## config.mk

```make
export PLATFORM = sky130hd
export DESIGN_NAME = lshs_hash
export DESIGN_NICKNAME = d
export VERILOG_FILES = /design/src/design/lshs_pkg.sv /design/src/design/lshs_hash.sv
export SDC_FILE = /design/constraint.sdc
export NUM_CORES = 1
export LEC_CHECK = 0
export ABC_AREA = 1
export BUFFER_PORTS_ARGS = -buffer_cell sky130_fd_sc_hd__buf_4
export CAP_MARGIN = 15
export CELL_PAD_IN_SITES_DETAIL_PLACEMENT = 0
export CELL_PAD_IN_SITES_GLOBAL_PLACEMENT = 1
export CORE_MARGIN = 1.5
export CORE_UTILIZATION = 52
export DETAILED_ROUTE_END_ITERATION = 8
export PLACE_DENSITY_LB_ADDON = 0.1
export SETUP_SLACK_MARGIN = 0.4
export SKIP_LAST_GASP = 1
export SLEW_MARGIN = 20
export SYNTH_ARGS = -nofsm -noshare
export SYNTH_HDL_FRONTEND = slang
export SYNTH_SLANG_ARGS = --single-unit
```

## constraint.sdc

```tcl
create_clock -name clk -period 18.8 [get_ports clk]
set_input_delay 1.88 -clock clk [delete_from_list [all_inputs] [get_ports clk]]
set_output_delay 1.88 -clock clk [all_outputs]
set_load 0.02 [all_outputs]
```

## src/design/lshs_pkg.sv

```systemverilog
// shared types, constants and codes for the lattice site hash set
package lshs_pkg;

    localparam int TABLE_SIZE = 1024;
    localparam int SLOT_W     = $clog2(TABLE_SIZE);
    localparam int CNT_W      = SLOT_W + 1;
    localparam int MAX_OWNERS = 512;
    localparam int OWNER_W    = $clog2(MAX_OWNERS);
    localparam int COORD_W    = 16;
    localparam int KEY_W      = 3 * COORD_W;
    localparam int PROD_W     = 2 * COORD_W;
    localparam int ACC_W      = PROD_W + 2;
    localparam int CFG_IDX_W  = 2;

    typedef enum logic [1:0] {
        CMD_LOOKUP = 2'd0,
        CMD_INSERT = 2'd1,
        CMD_REMOVE = 2'd2,
        CMD_CLEAR  = 2'd3
    } cmd_e_t;

    localparam logic [1:0] ST_OK    = 2'd0;
    localparam logic [1:0] ST_FULL  = 2'd1;
    localparam logic [1:0] ST_EMPTY = 2'd2;

    localparam logic [CFG_IDX_W-1:0] CFG_COEF_X = 2'd0;
    localparam logic [CFG_IDX_W-1:0] CFG_COEF_Y = 2'd1;
    localparam logic [CFG_IDX_W-1:0] CFG_COEF_Z = 2'd2;

    typedef struct packed {
        logic [1:0]                command;
        logic signed [COORD_W-1:0] coord_x;
        logic signed [COORD_W-1:0] coord_y;
        logic signed [COORD_W-1:0] coord_z;
        logic [OWNER_W-1:0]        monomer;
    } req_t;

    typedef struct packed {
        logic               hit;
        logic [OWNER_W-1:0] owner;
        logic [SLOT_W-1:0]  slot;
        logic [1:0]         status;
    } rsp_t;

    // key packed as z, y, x from the top
    typedef struct packed {
        logic               used;
        logic [KEY_W-1:0]   key;
        logic [OWNER_W-1:0] owner;
    } entry_t;

    localparam int ENTRY_W = $bits(entry_t);

    typedef struct packed {
        logic                      go;
        logic [KEY_W-1:0]          key;
        logic signed [COORD_W-1:0] coef_x;
        logic signed [COORD_W-1:0] coef_y;
        logic signed [COORD_W-1:0] coef_z;
    } hash_req_t;

    typedef struct packed {
        logic              done;
        logic [SLOT_W-1:0] home;
    } hash_rsp_t;

    typedef enum logic [3:0] {
        S_IDLE,
        S_CLR,
        S_HASH,
        S_PRD,
        S_PCHK,
        S_INS,
        S_RSOM,
        S_RA,
        S_RACHK,
        S_NRD,
        S_NCHK,
        S_REWR,
        S_DONE
    } state_t;

endpackage

```

## src/design/lshs_hash.sv

```systemverilog
// home slot unit: one multiply-accumulate per cycle over x, y, z
module lshs_hash (
    input  logic                clk,
    input  logic                rst_n,
    input  lshs_pkg::hash_req_t req,
    output lshs_pkg::hash_rsp_t rsp
);

    logic [lshs_pkg::KEY_W-1:0]         key_reg;
    logic [1:0]                         cnt_reg;
    logic                               run_reg;
    logic                               done_reg;
    logic signed [lshs_pkg::ACC_W-1:0]  acc_reg;
    logic signed [lshs_pkg::COORD_W-1:0] mul_a;
    logic signed [lshs_pkg::COORD_W-1:0] mul_b;
    logic signed [lshs_pkg::PROD_W-1:0]  prod;
    logic [lshs_pkg::SLOT_W-1:0]         low;

    always_comb
    begin
        case (cnt_reg)
            2'd0:
            begin
                mul_a = req.coef_x;
                mul_b = key_reg[lshs_pkg::COORD_W-1:0];
            end
            2'd1:
            begin
                mul_a = req.coef_y;
                mul_b = key_reg[2*lshs_pkg::COORD_W-1:lshs_pkg::COORD_W];
            end
            default:
            begin
                mul_a = req.coef_z;
                mul_b = key_reg[lshs_pkg::KEY_W-1:2*lshs_pkg::COORD_W];
            end
        endcase
    end

    assign prod = mul_a * mul_b;

    always_ff @(posedge clk or negedge rst_n)
    begin
        if (!rst_n)
        begin
            cnt_reg  <= '0;
            run_reg  <= 1'b0;
            done_reg <= 1'b0;
        end
        else
        begin
            done_reg <= 1'b0;
            if (req.go)
            begin
                cnt_reg <= '0;
                run_reg <= 1'b1;
            end
            else if (run_reg)
            begin
                cnt_reg <= cnt_reg + 2'd1;
                if (cnt_reg == 2'd2)
                begin
                    run_reg  <= 1'b0;
                    done_reg <= 1'b1;
                end
            end
        end
    end

    always_ff @(posedge clk)
    begin
        if (req.go)
        begin
            key_reg <= req.key;
            acc_reg <= '0;
        end
        else if (run_reg)
        begin
            acc_reg <= acc_reg + lshs_pkg::ACC_W'(prod);
        end
    end

    // |s| mod table size only needs the low bits and the sign
    assign low      = acc_reg[lshs_pkg::SLOT_W-1:0];
    assign rsp.done = done_reg;
    assign rsp.home = acc_reg[lshs_pkg::ACC_W-1] ? (~low + 1'b1) : low;

endmodule

```

## Yosys cells after proc, flatten, opt, wreduce, memory -nomap -nowiden

Cells that the tools add are included.

| storage, ports and cells | value |
|---|---|
| register bits after elaboration | 86 |
| bits in latches | 0 |
| memory bits (writable) | 0 |
| memory bits (read-only) | 0 |
| output and inout port bits | 11 |
| logic and storage cells | 25 |
| memories | 0 |

| operators by class | value |
|---|---|
| add/subtract/negate cells | 3 |
| $mul | 1 |
| divide/modulo/power cells | 0 |
| magnitude comparators | 0 |
| equal/unequal tests | 2 |
| shift-type cells | 0 |
| multiplexer cells | 11 |
| bitwise logic cells | 1 |
| reductions and logical operators | 2 |

Operators by type and width:

| operator | number |
|---|---|
| case mux 16 bit (2 select lines) | 2 |
| adder 34 x 32 -> 34 bit | 1 |
| multiplier 16 x 16 -> 32 bit | 1 |
| adder 10 x 1 -> 10 bit, second input constant | 1 |
| two-way mux 10 bit | 1 |
| NOT 10 bit | 1 |
| two-way mux 1 bit | 6 |
| two-way mux 2 bit | 2 |
| adder 2 x 1 -> 2 bit, second input constant | 1 |
| == test 2 x 1 -> 1 bit, second input constant | 1 |
| == test 2 bit, second input constant | 1 |
| logical NOT 2 bit | 1 |
| nonzero test 2 bit | 1 |

## Longest topological paths before layout

| depth | value |
|---|---|
| depth after elaboration | 4 |
| mapped depth | 34 |
| gate-level depth less buffers | 32 |

## Least setup slack after synthesis

No wires, ideal clock.

| timing | value |
|---|---|
| path kind | in2reg |
| from | input port req[31] (netlist name) |
| to | register acc_reg[32] (netlist name) |
| setup time | 0.109 ns |
| data arrival time | 7.113 ns |
| data required time | 18.691 ns |
| slack | 11.578 ns |
| cell stages on the path | 25 |
| path through | nand2_1 > nand3_2 > clkbuf_1 > nand2_1 > inv_1 > fa_1 > fa_1 > inv_1 > fa_1 > inv_1 > fa_1 > inv_1 > fa_1 > fa_1 > inv_1 > ha_1 > a21oi_1 > a21boi_0 > o21ai_0 > nor2_1 > nand2_1 > nand2_1 > nand3_1 > nand2_1 > inv_1 |

| between the ends | value |
|---|---|
| longest elaborated chain between the ends | 3 |

Ends and longest elaborated chain:

| what | line | RTL |
|---|---|---|
| from (decl) | lshs_hash.sv:5 | `input lshs_pkg::hash_req_t req,` |
| case mux 16 bit (2 select lines) | lshs_hash.sv:21 | `case (cnt_reg)` |
| multiplier 16 x 16 -> 32 bit | lshs_hash.sv:40 | `assign prod = mul_a * mul_b;` |
| adder 34 x 32 -> 34 bit | lshs_hash.sv:79 | `acc_reg <= acc_reg + lshs_pkg::ACC_W'(prod);` |
| to (signal assigned) | lshs_hash.sv:79 |  |
| to (decl) | lshs_hash.sv:13 | `logic signed [lshs_pkg::ACC_W-1:0] acc_reg;` |

No other way between the ends.
A chain may end at the register's enable or synchronous reset.

## Worst setup path after layout

| timing | value |
|---|---|
| from | register cnt_reg[0] |
| to | register acc_reg[29] (netlist name) |

| between the ends | value |
|---|---|
| longest elaborated chain between the ends | 4 |

Ends and longest elaborated chain:

| what | line | RTL |
|---|---|---|
| from (decl) | lshs_hash.sv:10 | `logic [1:0] cnt_reg;` |
| from (signal assigned) | lshs_hash.sv:60 | `cnt_reg <= cnt_reg + 2'd1;` |
| == test 2 x 1 -> 1 bit or logical NOT 2 bit (tied branches) | lshs_hash.sv:21 |  |
| case mux 16 bit (2 select lines) | lshs_hash.sv:21 |  |
| multiplier 16 x 16 -> 32 bit * | lshs_hash.sv:40 |  |
| adder 34 x 32 -> 34 bit * | lshs_hash.sv:79 |  |

Mark *: on every way between the ends. The rest lies on a longest branch, timed or not.

==> impl_metrics.tcl <==
set metrics [dict create \
    status "complete, no violations" \
    synth_xor_xnor_area_share_pct 1.05 \
    syn_to_final_growth_pct 8.52 \
    synthSimpleGateAreaFrac_pct 18.6 \
    slowest_stage "nor2_4" \
    wl_mm 38.9 \
    max_cap_viol_count 0 \
    root_buffer "clkbuf_16" \
    critPathRequiredTime_ns 19.05 \
    grt_pass1_vias 13100 \
    ant_nets 0 \
    holdWs_ns 0.491 \
    cts_tree "built" \
    synthMuxAreaShare_pct 0 \
    cp-end-kind "flop" \
    finalClockSkew_ns 0.0100 \
    vias 12000 \
    crit_type "reg -> reg" \
    layout-drive-gt1-share_pct 8.59 \
    nets 2542 \
    synth_compound_area_share_pct 4.01 \
    gp_congestion 0.925 \
    cts_resized 0 \
    synthFlopType "edfxtp_1" \
    tns_ns 0 \
    max_freq_mhz 127 \
    synthesis.area_um2 15800 \
    synth_edf_count 48 \
    gr-total-overflow 0 \
    crit_fanout 33 \
    syn_nets 2469 \
    slowest_delay_ns 0.65 \
    synth_top_cell_by_area "fa_1" \
    async_flop_share_pct 4.65 \
    rsz0062_at_grt "false" \
    cts_made_buffers 9 \
    period_needed_ns 7.90 \
    wire_per_inst_um 16.0 \
    setup_viol 0 \
    io_buffers 109 \
    arrival_ns 8.15 \
    yosysTopAreaCellShare_pct 38.6 \
    hold_path.class "reg -> reg" \
    design_area_um2 17200 \
    die_x_um 177 \
    nFillCells 2844 \
    drc_errors 0 \
    crit_path_start "cnt_reg[0]$_DFFE_PN0P_" \
    yosysSeqAreaShare_pct 14.0 \
    synthCells 1959 \
    synth_area_leaders "fa_1, inv_1, nand2_1, edfxtp_1, ha_1" \
    ctsHoldBuffers 0 \
    grt_max_degree 54 \
    die_y_um 177 \
    dr_wl_met3_mm 2.00 \
    core_area_um2 29800 \
    dp_hpwl_mm 33.1 \
    top_layer_used "met4" \
    track_usage_pct 27.3 \
    wl_met2_mm 18.1 \
    vias_per_cell 4.95 \
    clock-sinks 86 \
    rows 63 \
    start_kind "flop" \
    m1WireLength_mm 18.1 \
    postSynthAreaPerCell_um2 8.08 \
    regToRegStartpoint "cnt_reg[0]$_DFFE_PN0P_" \
    dieArea_um2 31500 \
    drt_iter0_markers 639 \
    n_antenna_cell 0 \
    synthAdderAreaFrac_pct 47.0 \
    r2r_slack_ns 10.90 \
    cts.path.max_buffers 2 \
    period_share_pct 42.0 \
    post-cts-setup-buffer-count 0 \
    final_cells 2427 \
    cp_num_cells 28 \
    hold_path_startpoint "acc_reg[23]$_SDFFE_PP0P_" \
    placed_area_um2 16900 \
    timing.final.max_slew_violations 0 \
    dp.cells 2411 \
    antenna_found_initial 0 \
    hold_violations 0 \
    synth_top_family_by_area "adder cells" \
    floorplan.io_pins 110 \
    critPathBufInv 8 \
    yosysWarnings 0 \
    min_path_cells 2 \
    worst_pin_slew_ns 1.10 \
    ys_types 42 \
    grt_pass1_wl_mm 67.0 \
    reg2reg_depth 28 \
    htreeDepth 3 \
    slew_headroom_pct 27.0 \
    clk_pin_slew_worst_paths_ns 0.07 \
    cp_top_family "adder cells" \
    first_pass_iters 6 \
    clock_latency_ns 0.36 \
    cp_common_cell "inv_1" \
    ys_seq_elements 86 \
    largest_reg_flops 48 \
    start_util_pct 53.1 \
]
==> path summary, 6_finish.rpt <==
| check | endpoint |
|---|---|
| max in group asynchronous | cnt_reg[1]$_DFFE_PN0P_ |
| min | acc_reg[23]$_SDFFE_PP0P_ |
| min in group asynchronous | done_reg$_DFF_PN0_ |
| max reg2reg | acc_reg[29]$_SDFFE_PP0P_ |
| min reg2reg | acc_reg[23]$_SDFFE_PP0P_ |
| max | acc_reg[29]$_SDFFE_PP0P_ |
==> worst min-delay path, stage by stage, from the launching register on <==
cell,delay [ns]
dfxtp_1,0.34
o211ai_1,0.08
inv_1,0.05
==> synthesized netlist by cell type, types with 5 or more instances <==
cell type	number
nor2_1	77
o21ai_0	30
ha_1	106
nand3_1	67
nand2_1	528
a22o_1	5
inv_2	11
nand2_2	5
nor2_2	6
clkbuf_1	11
o21ai_1	5
buf_4	18
buf_2	22
edfxtp_1	48
nand3_2	10
nand4_1	11
a21oi_1	35
o21bai_1	7
dfxtp_1	34
inv_1	557
fa_1	305
xor2_1	15
==> through the flow <==
stage	setup WS (ns)	utilization [%]
after floorplan	11.58	-
after global placement	10.70	56.6
after detailed placement	10.68	56.6
after CTS	10.83	57.6
after global routing	10.27	57.6
final	10.90	57.6
==> cell type report <==
class,instances,area (um2),share of cell area [%]
Multi-Input combinational cell,1252,11200,65.0
Tap cell,390,488,2.84
Timing Repair Buffer,115,863,5.03
Clock inverter,7,73.8,0.430
Sequential cell,86,2220,12.9
Inverter,568,2130,12.4
Clock buffer,9,225,1.31
==> layer usage <==
layer | vias to the layer above | GRT usage [%]
met5 | - | 0
met4 | 0 | 5.50
met3 | 45 | 3.73
met2 | 299 | 44.9
met1 | 5850 | 38.7
li1 | 5816 | -
==> cell usage in the layout (no fill, tap or decap), types with 5 or more instances in the layout <==
cell | netlist | layout
a21oi_1 | 35 | 35
a22o_1 | 5 | 5
buf_4 | 18 | 115
clkbuf_16 | 0 | 9
dfxtp_1 | 34 | 34
edfxtp_1 | 48 | 48
fa_1 | 305 | 305
ha_1 | 106 | 106
inv_1 | 557 | 557
inv_2 | 11 | 11
nand2_1 | 528 | 528
nand2_2 | 5 | 5
nand3_1 | 67 | 67
nand3_2 | 10 | 10
nand4_1 | 11 | 11
nor2_1 | 77 | 77
nor2_2 | 6 | 6
o21ai_0 | 30 | 30
o21ai_1 | 5 | 5
o21bai_1 | 7 | 7
xor2_1 | 15 | 15
==> cells by family after synthesis <==
group / after synthesis
AND/OR/NAND/NOR: 717
buffers and inverters: 621
adder cells (fa/ha/maj): 411
AO/OA/AOI/OAI: 105
flip-flops: 86
XOR/XNOR: 19
Power is left out: the tool's default activity adds up to more than one toggle a clock period on the data nets, which glitch-free logic cannot reach.
