File: config.mk
export PLATFORM = sky130hd
export DESIGN_NAME = lshs_ram
export DESIGN_NICKNAME = d
export VERILOG_FILES = /design/src/design/lshs_ram.sv
export SDC_FILE = /design/constraint.sdc
export NUM_CORES = 1
export LEC_CHECK = 0
export BUFFER_PORTS_ARGS = -buffer_cell sky130_fd_sc_hd__buf_2
export CELL_PAD_IN_SITES_DETAIL_PLACEMENT = 1
export CELL_PAD_IN_SITES_GLOBAL_PLACEMENT = 1
export CORE_ASPECT_RATIO = 1.4
export CORE_MARGIN = 5
export CORE_UTILIZATION = 45
export DETAILED_ROUTE_END_ITERATION = 7
export PLACE_DENSITY_LB_ADDON = 0.1
export SLEW_MARGIN = 20
export SYNTH_ARGS = -nofsm -noshare
export SYNTH_HDL_FRONTEND = slang
export SYNTH_SLANG_ARGS = --single-unit
File: constraint.sdc
create_clock -name clk -period 2.5 [get_ports clk]
set_clock_uncertainty 0.2 [all_clocks]
set_input_delay 0.125 -clock clk [delete_from_list [all_inputs] [get_ports clk]]
set_output_delay 0.125 -clock clk [all_outputs]
set_load 0.05 [all_outputs]
File: src/design/lshs_ram.sv
// generic single write port memory with registered read
module lshs_ram #(
    parameter int WIDTH = 8,
    parameter int DEPTH = 16
) (
    input  logic                     clk,
    input  logic                     we,
    input  logic [$clog2(DEPTH)-1:0] waddr,
    input  logic [WIDTH-1:0]         wdata,
    input  logic [$clog2(DEPTH)-1:0] raddr,
    output logic [WIDTH-1:0]         rdata
);

    logic [WIDTH-1:0] mem [DEPTH];

    always_ff @(posedge clk)
    begin
        if (we)
        begin
            mem[waddr] <= wdata;
        end
        rdata <= mem[raddr];
    end

endmodule

**After elaboration in Yosys (flattened, before gate mapping)**

Memory sizes are Yosys's and may differ from the RTL's. A register that Yosys moved wholly into a read port is not among the register bits.
Cells that the tools add are included.

- Equality and inequality tests: 0
- Shift-type cells: 0
- Multipliers: 0
- Add/sub/neg operators: 0
- Multiplexer cells: 2
- Bitwise logic cells: 0
- $lt $le $gt $ge: 0
- Divide/modulo/power cells: 0
- Reductions and logical operators: 0

Operators by type and width:

| operator | number |
|---|---|
| two-way mux 1 bit | 2 |

- Flip-flop bits (word level): 0
- Latch bits: 0
- Bits in read-only memories: 0
- Memories: 1
- Bits in writable memories: 128
- Output and inout port bits: 8
- Input bits: 18

Memories:

| memory | depth | bits a word | rd ports | clocked after memory_dff | wr ports | line | source |
|---|---|---|---|---|---|---|---|
| mem | 16 | 8 | 1 | 1 | 1 | 14 | `logic [WIDTH-1:0] mem [DEPTH];` |

**Depth between registers and ports, before layout**

Gate-level depths: netlist of run 1.

- Depth after elaboration: 2
- Depth in mapped cells: 5
- Gate-level depth less buffers: 3

**Least setup slack after synthesis of run 1**

Ideal clock, no wire load.

- Path kind: input to register
- Start point: in waddr[2]
- End point: mem mem[0][0], enable pin
- Data required time: 1,917 ps
- Arrival: 1,235 ps
- Buffers on the path: 0
- Setup time: 383 ps
- Slack: 682 ps
- Cell stages on the path: 2
- Path through: or3b_2 > nor3_1

RTL lines:

| element | line | source |
|---|---|---|
| from (decl) | 8 | `input logic [$clog2(DEPTH)-1:0] waddr,` |
| to (decl) | 14 |  |

Straight into the memory's write port.

==> flow_summary.toml, run 1 <==
[timing]
drv_slew = 0
rsz0062_at_grt = "no"
fin_tns_setup_ns = 0
finalHoldViolations = 0
fin_crit_sh_pct = 63.22
layout_min_cycle_time_ns = 1.580
relSlewSlack_pct = 47.42
setup_viol = 0
tightest_slew_ns = 0.7871
fmax_ghz = 0.6327

[synthesis]
synth-simple-area-share_pct = 3.184
seq_area_frac_synth_pct = 77.78
synth_top_family_by_area = "multiplexers"
synth_compound_area_share_pct = 2.333
synth_area_sq_mm = 0.005147
synthXorXnorAreaFrac_pct = 0
synth.avg_cell_area_sq_um = 22.48
synth_cell_types = 19
syn-instance-count = 229
synthesis.nets = 247
synthAdderAreaFrac_pct = 0
yosys_warnings = 0
ys_ff_latch = 136
synthMuxAreaShare_pct = 15.02

[cts]
ctsHtreeMaxLevel = 4
cts_setup_buffers = 0
cts_sinks = 136
clk_path_buf_depth = 2
tritoncts = "done"
cts_root_buf = "clkbuf_16"
clk_pin_slew_worst_paths_ns = 0.06
clock_latency_ns = 0.41
cts_buffers = 17

[placement]
dpl_cell_area_sq_mm = 0.005534
globalplace.congestion = 0.7243
hpwl_mm = 6.879
io_buffers = 25

[final_layout]
area_growth_pct = 21.85
final_cell_mix = "edfxtp_1 (128), buf_2 (25), mux4_2 (18), clkbuf_16 (17), buf_4 (17)"
layout_commonest_cell = "edfxtp_1"
final_area_sq_mm = 0.006272
diodes = 0
drive_gt1_share_pct = 30.36
nFillCells = 1018
nNetsFinal = 308

[pwr]
vdd_drop_max_mv = 0.5637
total_power_uw = 5614
p_leak_uw = 0.002149
p_per_area_mw_per_mm2 = 895.0

[setup_path]
crit_fanout = 1
critical_path.startpoint = "mem[1][5]"
start_kind = "register"
crit_buf_inv = 0
r2r_cells = 3
crit_chain = "mux4_1 -> a22oi_1 -> nand2_1"
crit_family = "multiplexers"
worstPathArrival_ns = 1.67
max_stage_delay_ns = 0.54
worstPathRequired_ns = 2.59
crit_path_end_kind = "register"
slowest_stage = "mux4_1"
r2r_slack_ns = 0.92
crit_type = "reg2reg"
worstReg2RegStart = "mem[1][5]"
worst_r2r_endpoint = "rdata[5]"

[floorplan]
die_x_microns = 100.4
row_count = 46
coreArea_sq_mm = 0.01128
dieArea_sq_mm = 0.01371
io_pins = 26
fp.dieH_microns = 136.5
start_util_pct = 45.63

[drt]
totalWireLength_mm = 10.61
ant_nets = 0
viasPerCell = 5.474
routed-via-count = 2447
drc_errors = 0
dr.pass1.iters = 4
wl_per_cell_microns = 23.74
drt_iter0_drc = 127

[min_path]
holdPathEnd = "mem[4][0]"
hold_path_class = "in2reg"
hp-start = "waddr[0]"
hold_depth = 3

[global_route]
grt_start_max_net_pins = 33
grt_usage_pct = 17.11
grt_pass1_wl_mm = 16.33
gr-total-overflow = 0
antenna_found_initial = 0
grt_pass1_vias = 2705

[status]
status = "completed"

[job]
drv_cap = 0
## per-layer routing
metal	part of all wire [%]	global-route usage, %
met1	43	21.35
met2	53	29.02
met3	2.8	4.589
met4	1.3	5.618
met5	0	0
## power by group
group	internal [uW]	switching, uW	total (uW)
clock	1860	893	2750
combinational	110	188	298
sequential	2550	14.5	2560
## worst max path at each step
stage	to	slack (ns)	cells past startpoint
finish	rdata[5]	0.92	3
global route	rdata[3]	0.87	3
CTS	rdata[5]	0.89	3
detailed placement	rdata[3]	0.71	5
global placement	rdata[0]	0.69	5
floorplan	mem[0][0]	0.68	2
## cell type report
cell class / count / area [sq um] / area share, %
Clock inverter: 14 / 229.0 / 3.651
Sequential cell: 136 / 4004 / 63.83
Timing Repair Buffer: 52 / 372.9 / 5.945
Multi-Input combinational cell: 83 / 1057 / 16.86
Clock buffer: 18 / 429.2 / 6.842
Tap cell: 144 / 180.2 / 2.873
## stage by stage
step	setup WS (ns)	cells	hold slack, ns	util [%]
2_1_floorplan	0.6821	229	0.02387	-
3_3_place_gp	0.6917	407	0.3124	49.06
3_5_place_dp	0.7097	407	0.3231	49.06
4_1_cts	0.8948	447	0.05367	55.60
5_1_grt	0.8696	447	0.07699	55.60
6_report	0.9195	447	0.06581	55.60
## worst register-to-register path: cells and delay by family (launching register included)
family	cells	cell delay [ns]
compound gates	1	0.24
flops	1	0.38
simple gates	1	0.10
mux	1	0.55
## repair_timing
action | in CTS | in global routing
hold buffers | 8 | 0
resized for setup | 0 | 0
endpoints found under the hold margin | 128 | 0
endpoints found under the setup margin | 0 | 0
## cell usage after synthesis
cell type / n / area share (%)
nor2_1: 13 / 0.95
mux4_1: 14 / 7.1
clkdlybuf4s25_2: 3 / 0.58
edfxtp_1: 128 / 75
buf_6: 3 / 0.66
or3b_2: 1 / 0.17
nand2b_1: 2 / 0.24
nand3b_1: 2 / 0.29
mux4_2: 18 / 7.9
and2b_1: 1 / 0.15
dfxtp_1: 8 / 3.1
nand3_1: 1 / 0.097
buf_4: 1 / 0.15
nand2_1: 9 / 0.66
nor2b_1: 1 / 0.12
a22oi_1: 16 / 2.3
buf_2: 3 / 0.29
nor3_1: 4 / 0.39
and2_1: 1 / 0.12
## flip-flops by register name, indices dropped and copies added, names as in the netlist
signal  count
rdata       8
mem       128
## logic make-up after synthesis
family / Yosys count
muxes: 32
buffers and inverters: 10
AOI/OAI and AO/OA: 16
DFF: 136
and+or+nand+nor: 35
Note: power is estimated with default switching activity, not from simulation.
==> inputs of run 2 (changes only) <==
Clock period 2.5 ns to 1.7 ns, I/O delays scaled along.
==> run 2 against run 1 <==
Against the previous run: sequential share of layout area is 0.23 points lower; power increased by 36%; utilization increased by 0.20 points; count of clock-buffer cells in the layout up 11; critical path type unchanged.
==> flow_summary.toml, run 2 (same netlist as run 1, synthesis figures left out) <==
[drt]
ant_nets = 0
totalWireLength_mm = 10.67
drc_errors = 0
dr.pass1.iters = 5
routed-via-count = 2472
drt_iter0_drc = 123
wl_per_cell_microns = 23.34
viasPerCell = 5.409

[setup_path]
worstPathArrival_ns = 1.62
crit_buf_inv = 0
max_stage_delay_ns = 0.52
slowest_stage = "mux4_1"
start_kind = "register"
crit_chain = "mux4_1 -> a22oi_1 -> nand2_1"
crit_type = "reg2reg"
crit_family = "multiplexers"
worstPathRequired_ns = 1.79
crit_fanout = 1
crit_path_end_kind = "register"

[status]
status = "completed"

[global_route]
grt_pass1_wl_mm = 16.44
grt_pass1_vias = 2706
antenna_found_initial = 0
grt_usage_pct = 17.30
gr-total-overflow = 0
grt_start_max_net_pins = 17

[final_layout]
top_regs = "mem: 128 flops, rdata: 8 flops"
nFillCells = 1028
final_cells = 457
nNetsFinal = 318
diodes = 0
area_growth_pct = 22.29
largest_reg_flops = 128
layout_commonest_cell = "edfxtp_1"
final_cell_mix = "edfxtp_1 (128), buf_2 (25), buf_4 (24), mux4_2 (18), clkbuf_16 (17)"
postLayoutCoreUtil_pct = 55.80
drive_gt1_share_pct = 31.63
regMostFlops = "mem"

[timing]
fin_tns_setup_ns = 0
setup_viol = 0
fin_crit_sh_pct = 90.46
tightest_slew_ns = 0.3998
drv_slew = 0
finalWorstSetupSlack_ns = 0.1621
layout_min_cycle_time_ns = 1.538
rsz0062_at_grt = "no"
finalHoldViolations = 0
relSlewSlack_pct = 73.34
holdWs_ns = 0.01792
fmax_ghz = 0.6502

[cts]
cts_buffers = 17
clock_latency_ns = 0.41
tritoncts = "done"
cts_root_buf = "clkbuf_16"
postCtsResizedCells = 0
clk_path_buf_depth = 2
cts_sinks = 136
clk_pin_slew_worst_paths_ns = 0.06
ctsHtreeMaxLevel = 4

[floorplan]
row_count = 46
die_x_microns = 100.4
fp.dieH_microns = 136.5
start_util_pct = 45.63
coreArea_sq_mm = 0.01128
io_pins = 26
dieArea_sq_mm = 0.01371

[pwr]
p_per_area_mw_per_mm2 = 1217
p_leak_uw = 0.002175
vdd_drop_max_mv = 0.7740

[placement]
hpwl_mm = 7.407
place_ws_ns = -0.04799
place_inst = 417
globalplace.congestion = 0.7117
io_buffers = 25

[min_path]
hold_path_class = "in2reg"

[job]
drv_cap = 0
run 2: changes by cell type in the layout (fill, tap and decap cells not counted), moves of 3 or more:
cell       delta
buf_12        +3
buf_4         +7
bufinv_16     -5
clkbuf_1      +6
clkbuf_8      +5
run 2: metrics by stage:
stage               cell area (sq um)  total power [uW]
floorplan                        5152              4104
global route                     6295              7958
detailed placement               5652              4304
CTS                              6295              7740
finish                           6295              7659
global placement                 5652              4288
run 2: what timing repair did:
item                                   CTS  global route
hold buffers                             8             0
endpoints found under the hold margin  128             0
setup buffers                            0             0
setup endpoints to repair                0             0
run 2: path summary, 6_finish.rpt:
path | depth (start not counted) | endpoint | from | slack (ns)
worst min-delay path | 3 | mem[4][1] | waddr[0] | 0.02
worst max-delay path | 3 | rdata[5] | mem[1][5] | 0.16
worst min register to register | 3 | rdata[3] | mem[15][3] | 0.47
worst max register to register | 3 | rdata[5] | mem[1][5] | 0.16
run 2: per-layer routing:
metal  track usage, %  part of all wire [%]  up-vias
met5                0                     0        -
met4            6.292                   1.2        0
li1                 -                     -     1116
met1            21.83                    42     1292
met3            4.182                   3.3       10
met2            29.13                    54       54
run 2: area by class of cell:
cell class / count / area (sq um) / area share [%]
flip-flops and latches: 136 / 4004 / 63.61
clock inverters: 3 / 42.54 / 0.6758
clock buffers: 29 / 520.5 / 8.269
multi-input cells: 83 / 1062 / 16.88
well taps: 144 / 180.2 / 2.862
repair buffers: 62 / 485.5 / 7.712
run 2: worst min-delay path: stages:
cell and delay [ns]:
buf_2 0.15, nor3_1 0.08, buf_4 0.14
run 2: power by group:
group | switching, uW | leakage, uW | internal, uW | total (uW)
sequential | 23.5 | 0.00122 | 3750 | 3780
combinational | 281 | 0.000680 | 183 | 464
clock | 1210 | 0.000272 | 2210 | 3420
==> inputs of run 3 (changes only) <==
Settings changed: ABC_AREA from default to 1, SLEW_MARGIN 20 to default.
==> run 3 against run 2 <==
Against the previous run: utilization fell by 2.8 points; die area rose by 11%; sequential share of layout area shrank 4.1 points; flip-flop and latch count is the same; area after synthesis grew 12%; synthesized cell count rose by 140%; sequential power barely moved; cell count grew 68%; critical endpoint is now rdata[3]; largest cell class unchanged; largest power group unchanged.
==> flow_summary.toml, run 3 <==
[cts]
tritoncts = "done"
postCtsResizedCells = 0
cts_root_buf = "clkbuf_16"
ctsHtreeMaxLevel = 4
cts_buffers = 17
clock_latency_ns = 0.40
cts_sinks = 136
clk_pin_slew_worst_paths_ns = 0.05
hold_buffers = 9
clk_path_buf_depth = 2
cts_setup_buffers = 0

[drt]
totalWireLength_mm = 13.94
drt_iter0_drc = 172
drc_errors = 0
viasPerCell = 5.066
ant_nets = 0
wl_per_cell_microns = 18.10
routed-via-count = 3901
dr.pass1.iters = 4

[pwr]
p_per_area_mw_per_mm2 = 1104
sequentialPowerShare_pct = 50.8
vdd_drop_max_mv = 0.6334
swShare_pct = 22.88
internal-power_uw = 5726
power_frac_clock_pct = 41.7
p_leak_uw = 0.002943
p_sw_uw = 1699
p_comb_share_pct = 7.4

[floorplan]
dieArea_sq_mm = 0.01521
start_util_pct = 45.44
row_count = 49
coreArea_sq_mm = 0.01269
die_x_microns = 105.7
io_pins = 26
fp.dieH_microns = 143.9

[global_route]
grt_pass1_wl_mm = 22.09
gr-total-overflow = 0
grt_pass1_vias = 4298
grt_usage_pct = 19.59
grt_start_max_net_pins = 49
antenna_found_initial = 0

[final_layout]
layout_commonest_cell = "nand2_1"
top_regs = "mem: 128 flops, rdata: 8 flops"
final_cell_mix = "nand2_1 (173), edfxtp_1 (128), inv_1 (100), nand3_1 (97), buf_2 (25)"
nFillCells = 1394
seqCellArea_sq_mm = 0.004004
area_growth_pct = 16.66
largest_reg_flops = 128
regMostFlops = "mem"
diodes = 0
drive_gt1_share_pct = 12.80
postLayoutCoreUtil_pct = 53.01
multi_input_comb_area_sq_mm = 0.001214
nNetsFinal = 623

[setup_path]
worst_r2r_endpoint = "rdata[0]"
crit_fanout = 1
critical_path.startpoint = "rdata[3]"
crit_type = "reg2out"
crit_family = "flip-flops"
crit_path_end_kind = "output port"
worstPathRequired_ns = 1.41
r2r_slack_ns = 0.52
crit_chain = "buf_2"
worstPathArrival_ns = 1.06
start_kind = "register"
crit_buf_inv = 1
slowest_stage = "dfxtp_1"
worstReg2RegStart = "mem[12][0]"
max_stage_delay_ns = 0.37
r2r_cells = 6

[timing]
layout_min_cycle_time_ns = 1.342
finalHoldViolations = 0
fmax_ghz = 0.7454
fin_crit_sh_pct = 78.92
finalWorstSetupSlack_ns = 0.3584
relSlewSlack_pct = 70.54
setup_viol = 0
fin_tns_setup_ns = 0
tightest_slew_ns = 0.4415
rsz0062_at_grt = "no"
drv_slew = 0

[synthesis]
synth_top_area_share_pct = 66.65
ys_ff_latch = 136
synth_flop_cell = "edfxtp_1"
synth_edf_count = 128
synthArstFlopShare_pct = 0
synth.avg_cell_area_sq_um = 10.47
synthesis.nets = 569
synth_area_sq_mm = 0.005767
synth_area_leader_cell = "edfxtp_1"
ys_top_cells_by_area = "edfxtp_1 (67%), nand2_1 (11%), nand3_1 (8.4%)"
syn-instance-count = 551
synth_cell_types = 12
ys_top_cells_by_count = "nand2_1 (173), edfxtp_1 (128), inv_1 (100), nand3_1 (97), nor2_1 (17)"
seq_area_frac_synth_pct = 69.43
yosys_warnings = 0
synth.most_common_cell = "nand2_1"

[placement]
globalplace.congestion = 0.7943
place_ws_ns = 0.3268
io_buffers = 25
hpwl_mm = 9.344

[job]
drv_cap = 0

[min_path]
holdPathEnd = "rdata[7]"
hold_path_class = "in2reg"
hp-start = "raddr[1]"
hold_depth = 6

[status]
status = "completed"
[run 3: cell count changes after synthesis, sizes merged, moves of 2 or more]
| cell | change |
|---|---|
| nand2 | +164 |
| inv | +102 |
| nand3 | +96 |
| mux4 | -32 |
| buf | +17 |
| a22oi | -16 |
| nor2 | +4 |
| nor3 | -4 |
| clkdlybuf4s25 | -3 |
| nand2b | -2 |
[run 3: power groups by stage]
stage,Sequential (uW),Clock [uW],Combinational [uW]
3_3_place_gp,3840,0,533
2_1_floorplan,3910,0,264
4_1_cts,3780,3160,566
3_5_place_dp,3840,0,547
6_report,3780,3100,553
5_1_grt,3780,3310,612
[run 3: per-layer routing]
layer / up-vias / track usage (%) / part of all wire, % / wire [microns]
li1: 1877 / - / - / -
met1: 1911 / 22.26 / 40 / 5582
met2: 81 / 35.62 / 53 / 7434
met3: 32 / 3.865 / 3.4 / 472
met4: 0 / 8.868 / 3.2 / 452
met5: - / 0 / 0 / 0
[run 3: worst max path at each step]
stage / endpoint / cells past startpoint
global route: rdata[3] / 1
detailed placement: rdata[5] / 6
floorplan: mem[10][0] / 2
CTS: rdata[3] / 1
global placement: rdata[4] / 6
finish: rdata[3] / 1
[run 3: layout make-up]
cell class / instances / share of cell area [%]
clock buffer: 19 / 6.435
tap: 153 / 2.845
timing repair buffer: 59 / 6.546
clock inverter: 12 / 0.9299
sequential: 136 / 59.51
inverter: 102 / 5.691
multi-input combinational: 289 / 18.04
[run 3: cells by family (layout without fill, tap and decap cells)]
logic type	Yosys count	in the layout	synth area share (%)
flops	136	136	69.43
buf+inv	126	192	9.525
simple gates	289	289	21.05
[run 3: per-stage QoR]
stage,std cells,instance area [sq um],hold WS [ns],power [uW]
2_1_floorplan,551,5767,-0.01613,4178
3_3_place_gp,730,6142,0.2832,4375
3_5_place_dp,730,6142,0.2888,4392
4_1_cts,770,6728,0.04506,7501
5_1_grt,770,6728,0.09574,7700
6_report,770,6728,0.05777,7426
